[src/rtl/core/ssfp_pkg.sv]
package ssfp_pkg;

  localparam int unsigned BYTE_W  = 8;
  localparam int unsigned CFG_IDX_W = 2;

  // Configuration register indexes.
  localparam logic [CFG_IDX_W-1:0] CFG_FIRST_ID  = 2'd0;
  localparam logic [CFG_IDX_W-1:0] CFG_SECOND_ID = 2'd1;
  localparam logic [CFG_IDX_W-1:0] CFG_THIRD_ID  = 2'd2;

  // Reset values of the expected servo ids.
  localparam logic [BYTE_W-1:0] FIRST_ID_RST  = 8'h0A;
  localparam logic [BYTE_W-1:0] SECOND_ID_RST = 8'h0B;
  localparam logic [BYTE_W-1:0] THIRD_ID_RST  = 8'h0C;

  // Fixed header bytes.
  localparam logic [BYTE_W-1:0] HDR_FF    = 8'hFF;
  localparam logic [BYTE_W-1:0] HDR_FD    = 8'hFD;
  localparam logic [BYTE_W-1:0] HDR_ZERO  = 8'h00;
  localparam logic [BYTE_W-1:0] HDR_BCAST = 8'hFE;
  localparam logic [BYTE_W-1:0] HDR_LENLO = 8'h10;
  localparam logic [BYTE_W-1:0] HDR_INSTR = 8'h55;

  typedef enum logic [20:0] {
    ST_HDR1  = 21'h000001,
    ST_HDR2  = 21'h000002,
    ST_HDR3  = 21'h000004,
    ST_RSV   = 21'h000008,
    ST_BCAST = 21'h000010,
    ST_LENLO = 21'h000020,
    ST_LENHI = 21'h000040,
    ST_INSTR = 21'h000080,
    ST_ERRHD = 21'h000100,
    ST_IDA   = 21'h000200,
    ST_STA   = 21'h000400,
    ST_CRCA0 = 21'h000800,
    ST_CRCA1 = 21'h001000,
    ST_ERRA  = 21'h002000,
    ST_IDB   = 21'h004000,
    ST_STB   = 21'h008000,
    ST_CRCB0 = 21'h010000,
    ST_CRCB1 = 21'h020000,
    ST_ERRB  = 21'h040000,
    ST_IDC   = 21'h080000,
    ST_STC   = 21'h100000
  } parse_state_t;

endpackage

[src/rtl/core/ssfp_if.sv]
interface ssfp_rx_if;
  logic                          valid;
  logic                          ready;
  logic [ssfp_pkg::BYTE_W-1:0]   rx_byte;

  modport source (output valid, output rx_byte, input ready);
  modport sink   (input valid, input rx_byte, output ready);
endinterface

interface ssfp_flag_if;
  logic valid;
  logic ready;
  logic all_flags_set;

  modport source (output valid, output all_flags_set, input ready);
  modport sink   (input valid, input all_flags_set, output ready);
endinterface

[src/rtl/core/servo_status_frame_parser.sv]
// The result transaction for a byte is presented in the cycle after the byte is accepted.
// Throughput: one byte per cycle unless the sink stalls; the single state register and one
// result register set this, and a new byte is taken in the same cycle the waiting result is.
// Reset (rst_n low, synchronous): the parser returns to the first header state, the
// kept status bits clear, the ids return to 10, 11 and 12, and no result is pending.
module servo_status_frame_parser (
  input  logic                             clk,
  input  logic                             rst_n,
  ssfp_rx_if.sink                          in_rx,
  ssfp_flag_if.source                      out_flag,
  input  logic                             cfg_we,
  input  logic [ssfp_pkg::CFG_IDX_W-1:0]   cfg_idx,
  input  logic [ssfp_pkg::BYTE_W-1:0]      cfg_wdata
);

  // Expected servo ids of the three sub-records.
  logic [ssfp_pkg::BYTE_W-1:0] first_id_r;
  logic [ssfp_pkg::BYTE_W-1:0] second_id_r;
  logic [ssfp_pkg::BYTE_W-1:0] third_id_r;

  ssfp_pkg::parse_state_t state_r, state_nxt;
  logic first_bit_r, first_bit_nxt;
  logic second_bit_r, second_bit_nxt;

  // The result register holds one pending result transaction.
  logic out_valid_r, out_valid_nxt;
  logic out_flag_r, out_flag_nxt;
  logic flag;

  logic accept;
  logic [ssfp_pkg::BYTE_W-1:0] rx;

  // A byte is taken whenever the result register is empty or is being emptied in this
  // same cycle, so the parser keeps pace with a sink that is always ready.
  assign in_rx.ready = ~out_valid_r | out_flag.ready;
  assign accept      = in_rx.valid & in_rx.ready;
  assign rx          = in_rx.rx_byte;

  assign out_flag.valid         = out_valid_r;
  assign out_flag.all_flags_set = out_flag_r;

  // Configuration writes; an index beyond the three registers is ignored.
  always_ff @(posedge clk) begin
    if (!rst_n) begin
      first_id_r  <= ssfp_pkg::FIRST_ID_RST;
      second_id_r <= ssfp_pkg::SECOND_ID_RST;
      third_id_r  <= ssfp_pkg::THIRD_ID_RST;
    end else if (cfg_we) begin
      if (cfg_idx == ssfp_pkg::CFG_FIRST_ID) begin
        first_id_r <= cfg_wdata;
      end
      if (cfg_idx == ssfp_pkg::CFG_SECOND_ID) begin
        second_id_r <= cfg_wdata;
      end
      if (cfg_idx == ssfp_pkg::CFG_THIRD_ID) begin
        third_id_r <= cfg_wdata;
      end
    end
  end

  // One transition per byte. A byte that does not match the expected header byte or id
  // sends the parser back to the first header state; it is not looked at again as the
  // start of a new frame. CRC and error bytes of the sub-records pass unchecked.
  always_comb begin
    state_nxt      = ssfp_pkg::ST_HDR1;
    first_bit_nxt  = first_bit_r;
    second_bit_nxt = second_bit_r;
    flag           = 1'b0;
    unique case (state_r)
      ssfp_pkg::ST_HDR1: begin
        if (rx == ssfp_pkg::HDR_FF) state_nxt = ssfp_pkg::ST_HDR2;
      end
      ssfp_pkg::ST_HDR2: begin
        if (rx == ssfp_pkg::HDR_FF) state_nxt = ssfp_pkg::ST_HDR3;
      end
      ssfp_pkg::ST_HDR3: begin
        if (rx == ssfp_pkg::HDR_FD) state_nxt = ssfp_pkg::ST_RSV;
      end
      ssfp_pkg::ST_RSV: begin
        if (rx == ssfp_pkg::HDR_ZERO) state_nxt = ssfp_pkg::ST_BCAST;
      end
      ssfp_pkg::ST_BCAST: begin
        if (rx == ssfp_pkg::HDR_BCAST) state_nxt = ssfp_pkg::ST_LENLO;
      end
      ssfp_pkg::ST_LENLO: begin
        if (rx == ssfp_pkg::HDR_LENLO) state_nxt = ssfp_pkg::ST_LENHI;
      end
      ssfp_pkg::ST_LENHI: begin
        if (rx == ssfp_pkg::HDR_ZERO) state_nxt = ssfp_pkg::ST_INSTR;
      end
      ssfp_pkg::ST_INSTR: begin
        if (rx == ssfp_pkg::HDR_INSTR) state_nxt = ssfp_pkg::ST_ERRHD;
      end
      ssfp_pkg::ST_ERRHD: begin
        if (rx == ssfp_pkg::HDR_ZERO) state_nxt = ssfp_pkg::ST_IDA;
      end
      ssfp_pkg::ST_IDA: begin
        if (rx == first_id_r) state_nxt = ssfp_pkg::ST_STA;
      end
      ssfp_pkg::ST_STA: begin
        first_bit_nxt = rx[0];
        state_nxt     = ssfp_pkg::ST_CRCA0;
      end
      ssfp_pkg::ST_CRCA0: state_nxt = ssfp_pkg::ST_CRCA1;
      ssfp_pkg::ST_CRCA1: state_nxt = ssfp_pkg::ST_ERRA;
      ssfp_pkg::ST_ERRA:  state_nxt = ssfp_pkg::ST_IDB;
      ssfp_pkg::ST_IDB: begin
        if (rx == second_id_r) state_nxt = ssfp_pkg::ST_STB;
      end
      ssfp_pkg::ST_STB: begin
        second_bit_nxt = rx[0];
        state_nxt      = ssfp_pkg::ST_CRCB0;
      end
      ssfp_pkg::ST_CRCB0: state_nxt = ssfp_pkg::ST_CRCB1;
      ssfp_pkg::ST_CRCB1: state_nxt = ssfp_pkg::ST_ERRB;
      ssfp_pkg::ST_ERRB:  state_nxt = ssfp_pkg::ST_IDC;
      ssfp_pkg::ST_IDC: begin
        if (rx == third_id_r) state_nxt = ssfp_pkg::ST_STC;
      end
      ssfp_pkg::ST_STC: begin
        // The frame ends here; the flag is raised only if all three status bits are set.
        flag      = first_bit_r & second_bit_r & rx[0];
        state_nxt = ssfp_pkg::ST_HDR1;
      end
      default: state_nxt = ssfp_pkg::ST_HDR1;
    endcase
  end

  // The result register is loaded on every accepted byte and is cleared once the sink
  // takes it without a new byte behind it.
  always_comb begin
    out_valid_nxt = out_valid_r;
    out_flag_nxt  = out_flag_r;
    if (accept) begin
      out_valid_nxt = 1'b1;
      out_flag_nxt  = flag;
    end else if (out_flag.ready) begin
      out_valid_nxt = 1'b0;
    end
  end

  always_ff @(posedge clk) begin
    if (!rst_n) begin
      state_r      <= ssfp_pkg::ST_HDR1;
      first_bit_r  <= 1'b0;
      second_bit_r <= 1'b0;
      out_valid_r  <= 1'b0;
    end else begin
      if (accept) begin
        state_r      <= state_nxt;
        first_bit_r  <= first_bit_nxt;
        second_bit_r <= second_bit_nxt;
      end
      out_valid_r <= out_valid_nxt;
    end
  end

  always_ff @(posedge clk) begin
    out_flag_r <= out_flag_nxt;
  end

endmodule
[src/flat_wrapper.sv]
// flat-port wrapper written by rule: the top's interface ports become plain ports
module servo_status_frame_parser_flat 
  (clk, rst_n, cfg_we, cfg_idx, cfg_wdata, in_rx_valid, in_rx_rx_byte, in_rx_ready, out_flag_valid, out_flag_all_flags_set, out_flag_ready);
  ssfp_rx_if in_rx_i ();
  ssfp_flag_if out_flag_i ();
  input  logic clk;
  input  logic rst_n;
  input  logic cfg_we;
  input  logic [ssfp_pkg::CFG_IDX_W-1:0] cfg_idx;
  input  logic [ssfp_pkg::BYTE_W-1:0] cfg_wdata;
  input wire logic [$bits(in_rx_i.valid)-1:0] in_rx_valid;
  input wire logic [$bits(in_rx_i.rx_byte)-1:0] in_rx_rx_byte;
  output wire logic [$bits(in_rx_i.ready)-1:0] in_rx_ready;
  output wire logic [$bits(out_flag_i.valid)-1:0] out_flag_valid;
  output wire logic [$bits(out_flag_i.all_flags_set)-1:0] out_flag_all_flags_set;
  input wire logic [$bits(out_flag_i.ready)-1:0] out_flag_ready;
  assign in_rx_i.valid = in_rx_valid;
  assign in_rx_i.rx_byte = in_rx_rx_byte;
  assign in_rx_ready = in_rx_i.ready;
  assign out_flag_valid = out_flag_i.valid;
  assign out_flag_all_flags_set = out_flag_i.all_flags_set;
  assign out_flag_i.ready = out_flag_ready;
  servo_status_frame_parser u_core (.clk(clk), .rst_n(rst_n), .in_rx(in_rx_i), .out_flag(out_flag_i), .cfg_we(cfg_we), .cfg_idx(cfg_idx), .cfg_wdata(cfg_wdata));
endmodule
[config.mk]
export PLATFORM = sky130hd
export DESIGN_NAME = servo_status_frame_parser_flat
export DESIGN_NICKNAME = d
export VERILOG_FILES = /design/src/rtl/core/ssfp_pkg.sv /design/src/rtl/core/ssfp_if.sv /design/src/rtl/core/servo_status_frame_parser.sv /design/src/flat_wrapper.sv
export SDC_FILE = /design/constraint.sdc
export NUM_CORES = 1
export LEC_CHECK = 0
export BUFFER_PORTS_ARGS = -buffer_cell sky130_fd_sc_hd__clkbuf_2
export CORE_MARGIN = 2
export CORE_UTILIZATION = 54
export DETAILED_ROUTE_END_ITERATION = 10
export PLACE_DENSITY = 0.8
export SYNTH_ARGS = -nofsm -noshare
export SYNTH_HDL_FRONTEND = slang
export SYNTH_SLANG_ARGS = --single-unit
[constraint.sdc]
create_clock -name clk -period 2.8 [get_ports clk]
set_input_delay 0.56 -clock clk [delete_from_list [all_inputs] [get_ports clk]]
set_output_delay 0.56 -clock clk [all_outputs]
set_load 0.05 [all_outputs]
# After elaboration in Yosys (flattened, before gate mapping)
# Index checks and enable logic that the tools add are counted.
# Widths: inputs -> output; s select.
# word_totals
regBits	49
in_bits	23
out_inout_bits	3
word_cells	67
# classes
eq_ne	31
mux	15
bitwise_logic	5
n_reduce_logical	8
# ops
cell	count
$pmux 21 s20	1
$eq 8x8->1	3
$eq 8x8->1 const B	3
$eq 21x1->1 const B	1
$eq 21x10->1 const B	1
$eq 21x11->1 const B	1
$eq 21x12->1 const B	1
$eq 21x13->1 const B	1
$eq 21x14->1 const B	1
$eq 21x15->1 const B	1
$eq 21x16->1 const B	1
$eq 21x17->1 const B	1
$eq 21x18->1 const B	1
$eq 21x19->1 const B	1
$eq 21x2->1 const B	1
$eq 21x20->1 const B	1
$eq 21x21->1 const B	1
$eq 21x3->1 const B	1
$eq 21x4->1 const B	1
$eq 21x5->1 const B	1
$eq 21x6->1 const B	1
$eq 21x7->1 const B	1
$eq 21x8->1 const B	1
$eq 21x9->1 const B	1
24 further kinds	31

# Depth between registers and ports, before layout
# Gate-level depths: netlist of run 1.
# depth
depth_word	4
depth_mapped	9
depth_no_buf	7

# Worst setup path before layout of run 1
# Ideal clock, no wire load.
# synth_timing
path_type	input port to flip-flop
start	input in_rx_rx_byte[1]
end	register u_core.state_r[0]
setup_time_ns	0.132
t_arrival_ns	2.266
required_time_ns	2.668
slack_ns	0.401
path_stages	7
path_buffers	1
cell_sequence	clkbuf_1 or4_1 nor4_1 o22ai_1 a21o_1 o32ai_1 o211ai_2
# synth_between
elab_chain_len	3
word_cells_on_any_way	22
classes_between	eq/ne: 8; mux: 13; reduce/logical: 1
# synth_lines
element	line	rtl
from (decl)	flat_wrapper.sv:12	input wire logic [$bits(in_rx_i.rx_byte)-1:0] in_rx_rx_byte;
$eq 8x8->1, or another cell as far along	servo_status_frame_parser.sv:118	if (rx == third_id_r) state_nxt = ssfp_pkg::ST_STC;
$mux 21, or another cell as far along	servo_status_frame_parser.sv:118	
$pmux 21 s20 *	servo_status_frame_parser.sv:69	unique case (state_r)
to (signal assigned)	servo_status_frame_parser.sv:144	state_r <= ssfp_pkg::ST_HDR1;
to (signal assigned)	servo_status_frame_parser.sv:150	state_r <= state_nxt;
to (decl)	servo_status_frame_parser.sv:21	ssfp_pkg::parse_state_t state_r, state_nxt;
# Mark *: on every way between the ends. The rest lies on a longest branch, timed or not.
# A chain may end at the register's enable or synchronous reset.

# Worst setup path after layout of run 1
# layout_timing
start	register u_core.state_r[4]
end	register u_core.second_bit_r
# layout_between
elab_chain_len	2
# layout_lines
element	line	rtl
$eq 21x16->1	servo_status_frame_parser.sv:69	
$reduce_and 2->1 (no source line)	-	
to (signal assigned)	servo_status_frame_parser.sv:152	second_bit_r <= second_bit_nxt;
to (decl)	servo_status_frame_parser.sv:23	logic second_bit_r, second_bit_nxt;
# No other way between the ends.

==> results of run 1 <==
[cells by family after synthesis]
kind of cell | Yosys count
DFF | 49
AOI/OAI and AO/OA | 43
muxes | 26
and+or+nand+nor | 157
buffers and inverters | 41
xor gates and xnor gates | 30
[metrics by stage]
stage                     instance area (µm²)  hold slack, ns  total power, mW  worst slack (ns)  util (%)
after floorplan                          2940           0.464            0.838             0.401         -
after global placement                   3050           0.475            0.878             0.358      59.0
after detailed placement                 3050           0.487            0.881             0.349      59.0
after CTS                                3140           0.494             1.30             0.557      60.8
after global routing                     3140           0.505             1.35             0.313      60.8
final                                    3140           0.500             1.29             0.543      60.8
[sequential cells by signal, summed over array words and instances (netlist names)]
name                           cells
u_core.out_flag.all_flags_set      1
u_core.first_bit_r                 1
u_core.second_bit_r                1
u_core.out_flag.valid              1
u_core.second_id_r                 8
u_core.first_id_r                  8
u_core.state_r                    21
u_core.third_id_r                  8
[power by group through the flow]
stage | Sequential [mW] | Combinational, mW | Clock [mW]
after floorplan | 0.741 | 0.0966 | 0
after global placement | 0.737 | 0.141 | 0
after detailed placement | 0.738 | 0.143 | 0
after CTS | 0.722 | 0.144 | 0.439
after global routing | 0.723 | 0.156 | 0.468
final | 0.721 | 0.142 | 0.430
[worst max path at each step]
| stage | slack (ns) | to | startpoint |
|---|---|---|---|
| 2_1_floorplan | 0.40 | u_core.state_r[0] | in_rx_rx_byte[1] |
| 3_3_place_gp | 0.36 | u_core.state_r[0] | in_rx_rx_byte[3] |
| 3_5_place_dp | 0.35 | u_core.state_r[0] | in_rx_rx_byte[3] |
| 4_1_cts | 0.56 | u_core.second_bit_r | u_core.state_r[9] |
| 5_1_grt | 0.31 | u_core.state_r[7] | u_core.state_r[9] |
| 6_report | 0.54 | u_core.second_bit_r | u_core.state_r[4] |
[critical path, stage by stage (launching register included)]
cell     delay [ns]
dfxtp_1        0.38
or3_1          0.55
nor3_4         0.39
nand4_1        0.12
or4_1          0.48
mux2i_1        0.18
nor2b_1        0.06
[cell usage after synthesis, types with 2 or more instances]
cell type	n	area share [%]
xnor2_1	26	7.7
nor4b_2	2	1.0
nor4b_1	2	0.60
nor3b_1	2	0.51
nor2b_1	31	6.6
or4_1	3	0.77
nand3_1	11	1.9
a21boi_0	4	1.0
o21a_1	3	0.77
nor3_1	10	1.7
buf_6	3	1.1
dfxtp_1	48	33
xor2_1	4	1.2
mux2i_1	26	8.9
nand2b_1	8	1.7
o22ai_1	2	0.43
or3_1	4	0.85
nor4_1	9	1.9
a21boi_1	4	1.0
nand4_1	13	2.8
nor2_1	17	2.2
inv_1	10	1.3
o21ai_0	3	0.51
buf_1	3	0.38
a21o_1	3	0.77
nand2_1	29	3.7
nor3_2	2	0.68
or4_4	3	1.1
clkbuf_1	23	2.9
a32oi_1	6	1.8
nand3b_1	3	0.77
a21oi_1	8	1.4
[final cells by class]
type,count,area [µm²],area share (%)
Inverter,11,41.3,1.31
Multi-Input combinational cell,256,1770,56.4
Clock buffer,5,68.8,2.19
Tap cell,70,87.6,2.79
Timing Repair Buffer,30,163,5.18
Clock inverter,3,20.0,0.637
Sequential cell,49,991,31.5
[routing by layer]
metal / wire (µm) / vias up
li1: - / 1233
met1: 2710 / 1137
met2: 3000 / 65
met3: 307 / 7
met4: 60 / 0
met5: 0 / -
==> reports/metrics.csv, run 1 <==
stage,metric,value,unit
run_status,outcome,"finished, final reports clean",
job,cap_violations,0,
sta,finalSetupViolCount,0,
clocking,cts_resized,0,
global_routing,grt.met2_usage,36.8,%
min_path,min_path_type,in -> reg,
global_routing,grt_start_max_net_pins,49,
pwr,swShare,26.2,%
global_routing,grt_use_total,21.1,%
pwr,clkPwrFrac,33.2,%
final_layout,final_common_cell,dfxtp_1,
clocking,clk_pin_slew,0.09,ns
clocking,cts_max_level,2,
drt,dr.pass1.iters,4,
global_routing,overflow,0,
synthesis,avgSynthCellArea,8.50,µm²
sta,relSlewSlack,62.5,%
drt,vias_per_cell,5.76,
clocking,postCtsHoldBufs,0,
final_layout,num-fill-cells,475,
synthesis,synth_xor_area_share,8.94,%
floorplan,coreArea,0.00517,mm²
synthesis,synth.distinct_cells,53,
clocking,cts_setup_buffers,0,
worst_setup_path,r2r-end,u_core.second_bit_r,
global_routing,busiest_layer,met2,
floorplan,num_rows,26,
synthesis,synth.cell_area,0.00294,mm²
min_path,hold_path_end,u_core.second_id_r[0],
pwr,power_frac_comb,11.0,%
synthesis,synth-compound-area-share,10.5,%
global_routing,grtUsageMet1,26.8,%
pwr,max-vdd-ir-drop,0.246,mV
floorplan,initial_core_util,56.8,%
worst_setup_path,crit_type,reg -> reg,
synthesis,synth_nets,369,
synthesis,yosys.area_share.adder,0,%
final_layout,final_cells,424,
clocking,clk_latency,0.31,ns
placed_design,dpl.cell_count,416,
worst_setup_path,crit_required,3.01,ns
drt,dr_total_vias,2442,
placed_design,hpwl,4.53,mm
sta,maxSlewViolCount,0,
pwr,p_per_area,411,mW/mm²
floorplan,die-area,0.00605,mm²
worst_setup_path,crit_path_end_kind,flip-flop,
synthesis,synth_edf_count,1,
final_layout,area_delta_synth_final,6.89,%
drt,drc,0,
worst_setup_path,crit_arrival,2.46,ns
synthesis,ys_warn_count,0,
sta,worst_pin_slew,0.560,ns
sta,rsz0062_at_grt,no,
worst_setup_path,crit_fanout,9,
final_layout,drive_above_1_share,14.1,%
worst_setup_path,critPathLaunchType,flip-flop,
clocking,clockRootBuffer,clkbuf_8,
synthesis,ys_ff_latch,49,
drt,drt_iter0_drc,175,
min_path,worstHoldStart,cfg_wdata[0],
synthesis,synth_cells,346,
sta,clock_skew,0.00589,ns
floorplan,die_w,77.8,µm
clocking,clock_path_buffers,2,
synthesis,ys.flop_type,dfxtp_1,
clocking,cts_tree,done,
drt,routed_wl,6.07,mm
sta,tns,0,ns
worst_setup_path,reg2reg_from,u_core.state_r[4],
floorplan,die_h,77.8,µm
sta,max_freq,0.443,GHz
placed_design,gp_congestion,0.885,
worst_setup_path,ff2ff_path_depth,6,
final_layout,final_cell_mix,"dfxtp_1 (48), nor2b_1 (31), nand2_1 (29)",
synthesis,synthMuxAreaShare,8.85,%
pwr,p_int,0.954,mW
global_routing,grt_pass1_wl,10.4,mm
synthesis,synth-simple-area-share,32.0,%
placed_design,portBuffers,25,
sta,min_period_over_period,80.6,%
pwr,pwr-share-seq,55.8,%
clocking,clock-sinks,49,
sta,min_period,2.26,ns
final_layout,antenna_cells,0,
clocking,cts_made_buffers,5,
synthesis,ys_seq_area_share,33.7,%
synthesis,async_flop_share,0,%
worst_setup_path,rrSetupSlack,0.54,ns
sta,hold_viol,0,
global_routing,grt_pass1_vias,2259,
final_layout,layout.nets,376,
min_path,hold_depth,3,
pwr,power.switching,0.339,mW
pwr,leakage,1.16,nW
global_routing,antenna_found_initial,0,
global_routing,use_met3,3.37,%
synthesis,synth_top_family_by_area,simple AND/OR/NAND/NOR gates,
drt,drtAntennaViolNets,0,
drt,wire_per_inst,14.3,µm
floorplan,ioPinCount,26,
Power figures use the tool's default switching activity.
==> run 2, diff against run 1 <==
ABC_AREA = 1   (was not set)
clock period = 2.15 ns   (was 2.8 ns; I/O delays follow)
==> run 2 against run 1 <==
Sequential power up 32%. Hold slack worse by 0.13 ns. Power up 35%. Non-clock buffer count up 3. Combinational power up 70%. Utilization down 0.79 points. Routed wire length up 17%. Synthesized area up 2.0%. Critical path type unchanged. Largest cell class unchanged. Largest power group unchanged. Highest routed layer unchanged.
==> reports/metrics.csv, run 2 <==
stage,metric,value,unit,change
run_status,outcome,"finished, final reports clean",,unchanged
drt,drtAntennaViolNets,0,,unchanged
clocking,clock_path_buffers,2,,unchanged
final_layout,largest_reg_flops,21,,unchanged
synthesis,synth_nets,499,,was 369
synthesis,ys_ff_latch,49,,unchanged
worst_setup_path,cp_slowest_cell,dfxtp_1,,was or3_1
floorplan,initial_core_util,55.1,%,was 56.8%
clocking,cts_max_level,2,,unchanged
pwr,p_int,1.25,mW,was 0.954 mW
global_routing,antenna_found_initial,0,,unchanged
sta,relSlewSlack,65.2,%,was 62.5%
global_routing,grt_pass1_vias,2712,,was 2259
sta,tns,0,ns,unchanged
worst_setup_path,crit_arrival,2.03,ns,was 2.46 ns
synthesis,yosys.cell_count.top_type,nand2_1,,was dfxtp_1
final_layout,layout.nets,522,,was 376
worst_setup_path,cp.depth,13,,was 6
sta,hold_viol,0,,unchanged
synthesis,synthMuxAreaShare,0,%,was 8.85%
pwr,clkPwrFrac,31.6,%,was 33.2%
sta,maxSlewViolCount,0,,unchanged
synthesis,synth_top_family_by_area,simple AND/OR/NAND/NOR gates,,unchanged
drt,drt_iter0_drc,205,,was 175
synthesis,ys_seq_area_share,33.1,%,was 33.7%
pwr,max-vdd-ir-drop,0.327,mV,was 0.246 mV
clocking,clk_pin_slew,0.09,ns,about the same
drt,wire_per_inst,12.4,µm,was 14.3 µm
synthesis,avgSynthCellArea,6.30,µm²,was 8.50 µm²
worst_setup_path,crit_required,2.35,ns,was 3.01 ns
pwr,pwr-share-seq,54.6,%,was 55.8%
sta,rsz0062_at_grt,no,,unchanged
clocking,clockRootBuffer,clkbuf_8,,unchanged
synthesis,synth_xor_area_share,3.80,%,was 8.94%
drt,dr.pass1.iters,4,,unchanged
sta,min_period,1.82,ns,was 2.26 ns
final_layout,top_register,u_core.state_r,,unchanged
drt,routed_wl,7.09,mm,was 6.07 mm
clocking,cts_setup_buffers,0,,unchanged
synthesis,post-synth-top-area-fraction,32.1,%,was 32.7%
worst_setup_path,max_stage_delay,0.34,ns,was 0.55 ns
job,cap_violations,0,,unchanged
synthesis,synth-compound-area-share,9.77,%,was 10.5%
pwr,leakage,1.44,nW,was 1.16 nW
drt,dr_total_vias,2998,,was 2442
floorplan,die-area,0.00616,mm²,was 0.00605 mm²
sta,worst_pin_slew,0.519,ns,was 0.560 ns
global_routing,overflow,0,,unchanged
pwr,power_frac_comb,13.8,%,was 11.0%
synthesis,synth_edf_count,1,,unchanged
floorplan,coreArea,0.00544,mm²,was 0.00517 mm²
synthesis,ys_warn_count,0,,unchanged
clocking,cts_made_buffers,5,,unchanged
placed_design,hpwl,5.48,mm,was 4.53 mm
synthesis,yosys.area.top_type,dfxtp_1,,unchanged
clocking,clock-sinks,49,,unchanged
final_layout,num-fill-cells,527,,was 475
sta,max_freq,0.548,GHz,was 0.443 GHz
clocking,postCtsHoldBufs,0,,unchanged
drt,vias_per_cell,5.24,,was 5.76
final_layout,final_common_cell,nand2_1,,was dfxtp_1
worst_setup_path,worstPathCellList,"nor2_1, nand2_2, nor2_4, buf_4, nand3_1, nand2_1, inv_1, nand2_1, nor2_1, nand3_1, nand2_1, nand2_1, nand2_1",,"was or3_1, nor3_4, nand4_1, or4_1, mux2i_1, nor2b_1"
synthesis,ys.flop_type,dfxtp_1,,unchanged
final_layout,area_delta_synth_final,8.81,%,was 6.89%
placed_design,gp_congestion,0.956,,was 0.885
worst_setup_path,crit_fanout,14,,was 9
drt,drc,0,,unchanged
synthesis,yosys-top-cells-count,"nand2_1 (114), nor2_1 (79), inv_1 (51)",,"was dfxtp_1 (48), nor2b_1 (31), nand2_1 (29)"
final_layout,drive_above_1_share,11.8,%,was 14.1%
final_layout,antenna_cells,0,,unchanged
synthesis,yosys.area_share.adder,0,%,unchanged
clocking,cts_resized,0,,unchanged
placed_design,place_ws,0.380,ns,was 0.349 ns
synthesis,yosys-top-cells-area,"dfxtp_1 (32%), nand2_1 (14%), nor2_1 (9.9%), nand3_1 (8.2%), inv_1 (6.4%)",,"was dfxtp_1 (33%), mux2i_1 (8.9%), xnor2_1 (7.7%), nor2b_1 (6.6%), nand2_1 (3.7%)"
min_path,min_path_type,in -> reg,,unchanged
sta,clock_skew,0.0112,ns,was 0.00589 ns
floorplan,die_w,78.5,µm,was 77.8 µm
clocking,clk_latency,0.31,ns,about the same
global_routing,grt_pass1_wl,11.9,mm,was 10.4 mm
floorplan,num_rows,27,,was 26
synthesis,async_flop_share,0,%,unchanged
global_routing,grt_use_total,23.9,%,was 21.1%
placed_design,portBuffers,25,,unchanged
sta,setup_ws,0.326,ns,was 0.543 ns
worst_setup_path,crit_family,simple AND/OR/NAND/NOR gates,,unchanged
pwr,swShare,28.5,%,was 26.2%
worst_setup_path,crit_path_end_kind,flip-flop,,unchanged
worst_setup_path,crit_type,reg -> reg,,unchanged
worst_setup_path,crit_path_frequent_cell,nand2_1,,
global_routing,grt_start_max_net_pins,26,,was 49
sta,min_period_over_period,84.8,%,was 80.6%
pwr,p_per_area,535,mW/mm²,was 411 mW/mm²
synthesis,synth.distinct_cells,32,,was 53
clocking,cts_tree,done,,unchanged
floorplan,ioPinCount,26,,unchanged
synthesis,synth.cell_area,0.00300,mm²,was 0.00294 mm²
worst_setup_path,cp_num_buf_inv,2,,was 0
sta,finalSetupViolCount,0,,unchanged
min_path,hold_depth,3,,unchanged
final_layout,final_cell_mix,"nand2_1 (114), nor2_1 (79), inv_1 (51)",,"was dfxtp_1 (48), nor2b_1 (31), nand2_1 (29)"
worst_setup_path,ff2ff_path_depth,13,,was 6
pwr,power.switching,0.497,mW,was 0.339 mW
floorplan,die_h,78.5,µm,was 77.8 µm
synthesis,synth-simple-area-share,43.4,%,was 32.0%
worst_setup_path,critPathLaunchType,flip-flop,,unchanged
synthesis,synth_cells,476,,was 346
-- run 2: cell count changes after synthesis, sizes merged, moves of 17 or more --
cell and change:
mux2i -26, nand2 +89, a21oi +22, xnor2 -17, nor2b -30, nand3 +39, o21ai +17, nor2 +72
inv +44
-- run 2: kinds of logic after synthesis --
logic type | after synthesis
xor+xnor | 13
flops | 49
compound gates | 56
buf+inv | 71
simple gates | 287
-- run 2: power groups by stage --
stage / clock network [mW] / registers [mW] / logic (mW)
floorplan: 0 / 0.978 / 0.162
global placement: 0 / 0.973 / 0.235
detailed placement: 0 / 0.973 / 0.241
CTS: 0.561 / 0.952 / 0.241
global route: 0.600 / 0.956 / 0.272
finish: 0.552 / 0.953 / 0.241
-- run 2: routing by layer --
layer	vias up	GRT usage [%]	part of all wire [%]
met3	13	3.68	5.2
met1	1332	29.2	45
li1	1575	-	-
met5	-	0	0
met4	0	9.47	1.6
met2	78	41.8	48
-- run 2: through the flow --
step | cells | hold WS [ns] | power [mW] | area, µm² | utilization, %
after floorplan | 476 | 0.424 | 1.14 | 3000 | -
after global placement | 564 | 0.439 | 1.21 | 3180 | 58.4
after detailed placement | 564 | 0.455 | 1.21 | 3180 | 58.4
after CTS | 572 | 0.360 | 1.76 | 3260 | 60.0
after global routing | 572 | 0.371 | 1.83 | 3260 | 60.0
final | 572 | 0.367 | 1.75 | 3260 | 60.0
-- run 2: worst paths after layout --
kind / startpoint / end / slack, ns
setup / recovery: u_core.state_r[12] / u_core.state_r[0] / 0.33
hold / removal: cfg_wdata[2] / u_core.third_id_r[2] / 0.37
setup reg to reg: u_core.state_r[12] / u_core.state_r[0] / 0.33
hold reg to reg: u_core.first_bit_r / u_core.first_bit_r / 0.46
-- run 2: cell type report --
cell class              instances  area [µm²]  area share [%]
inverters                      54         203            6.21
repair buffers                 33         185            5.68
clock inverters                 2        13.8           0.422
clock buffers                   6        72.6            2.22
well taps                      72        90.1            2.76
flip-flops and latches         49         991            30.4
multi-input cells             356        1710            52.3
-- run 2: worst reg2reg max path, cell delays in order (launching register included) --
cell and delay (ns):
dfxtp_1 0.34, nor2_1 0.23, nand2_2 0.14, nor2_4 0.24, buf_4 0.24, nand3_1 0.10
nand2_1 0.08, inv_1 0.04, nand2_1 0.05, nor2_1 0.04, nand3_1 0.06, nand2_1 0.05
nand2_1 0.05, nand2_1 0.04
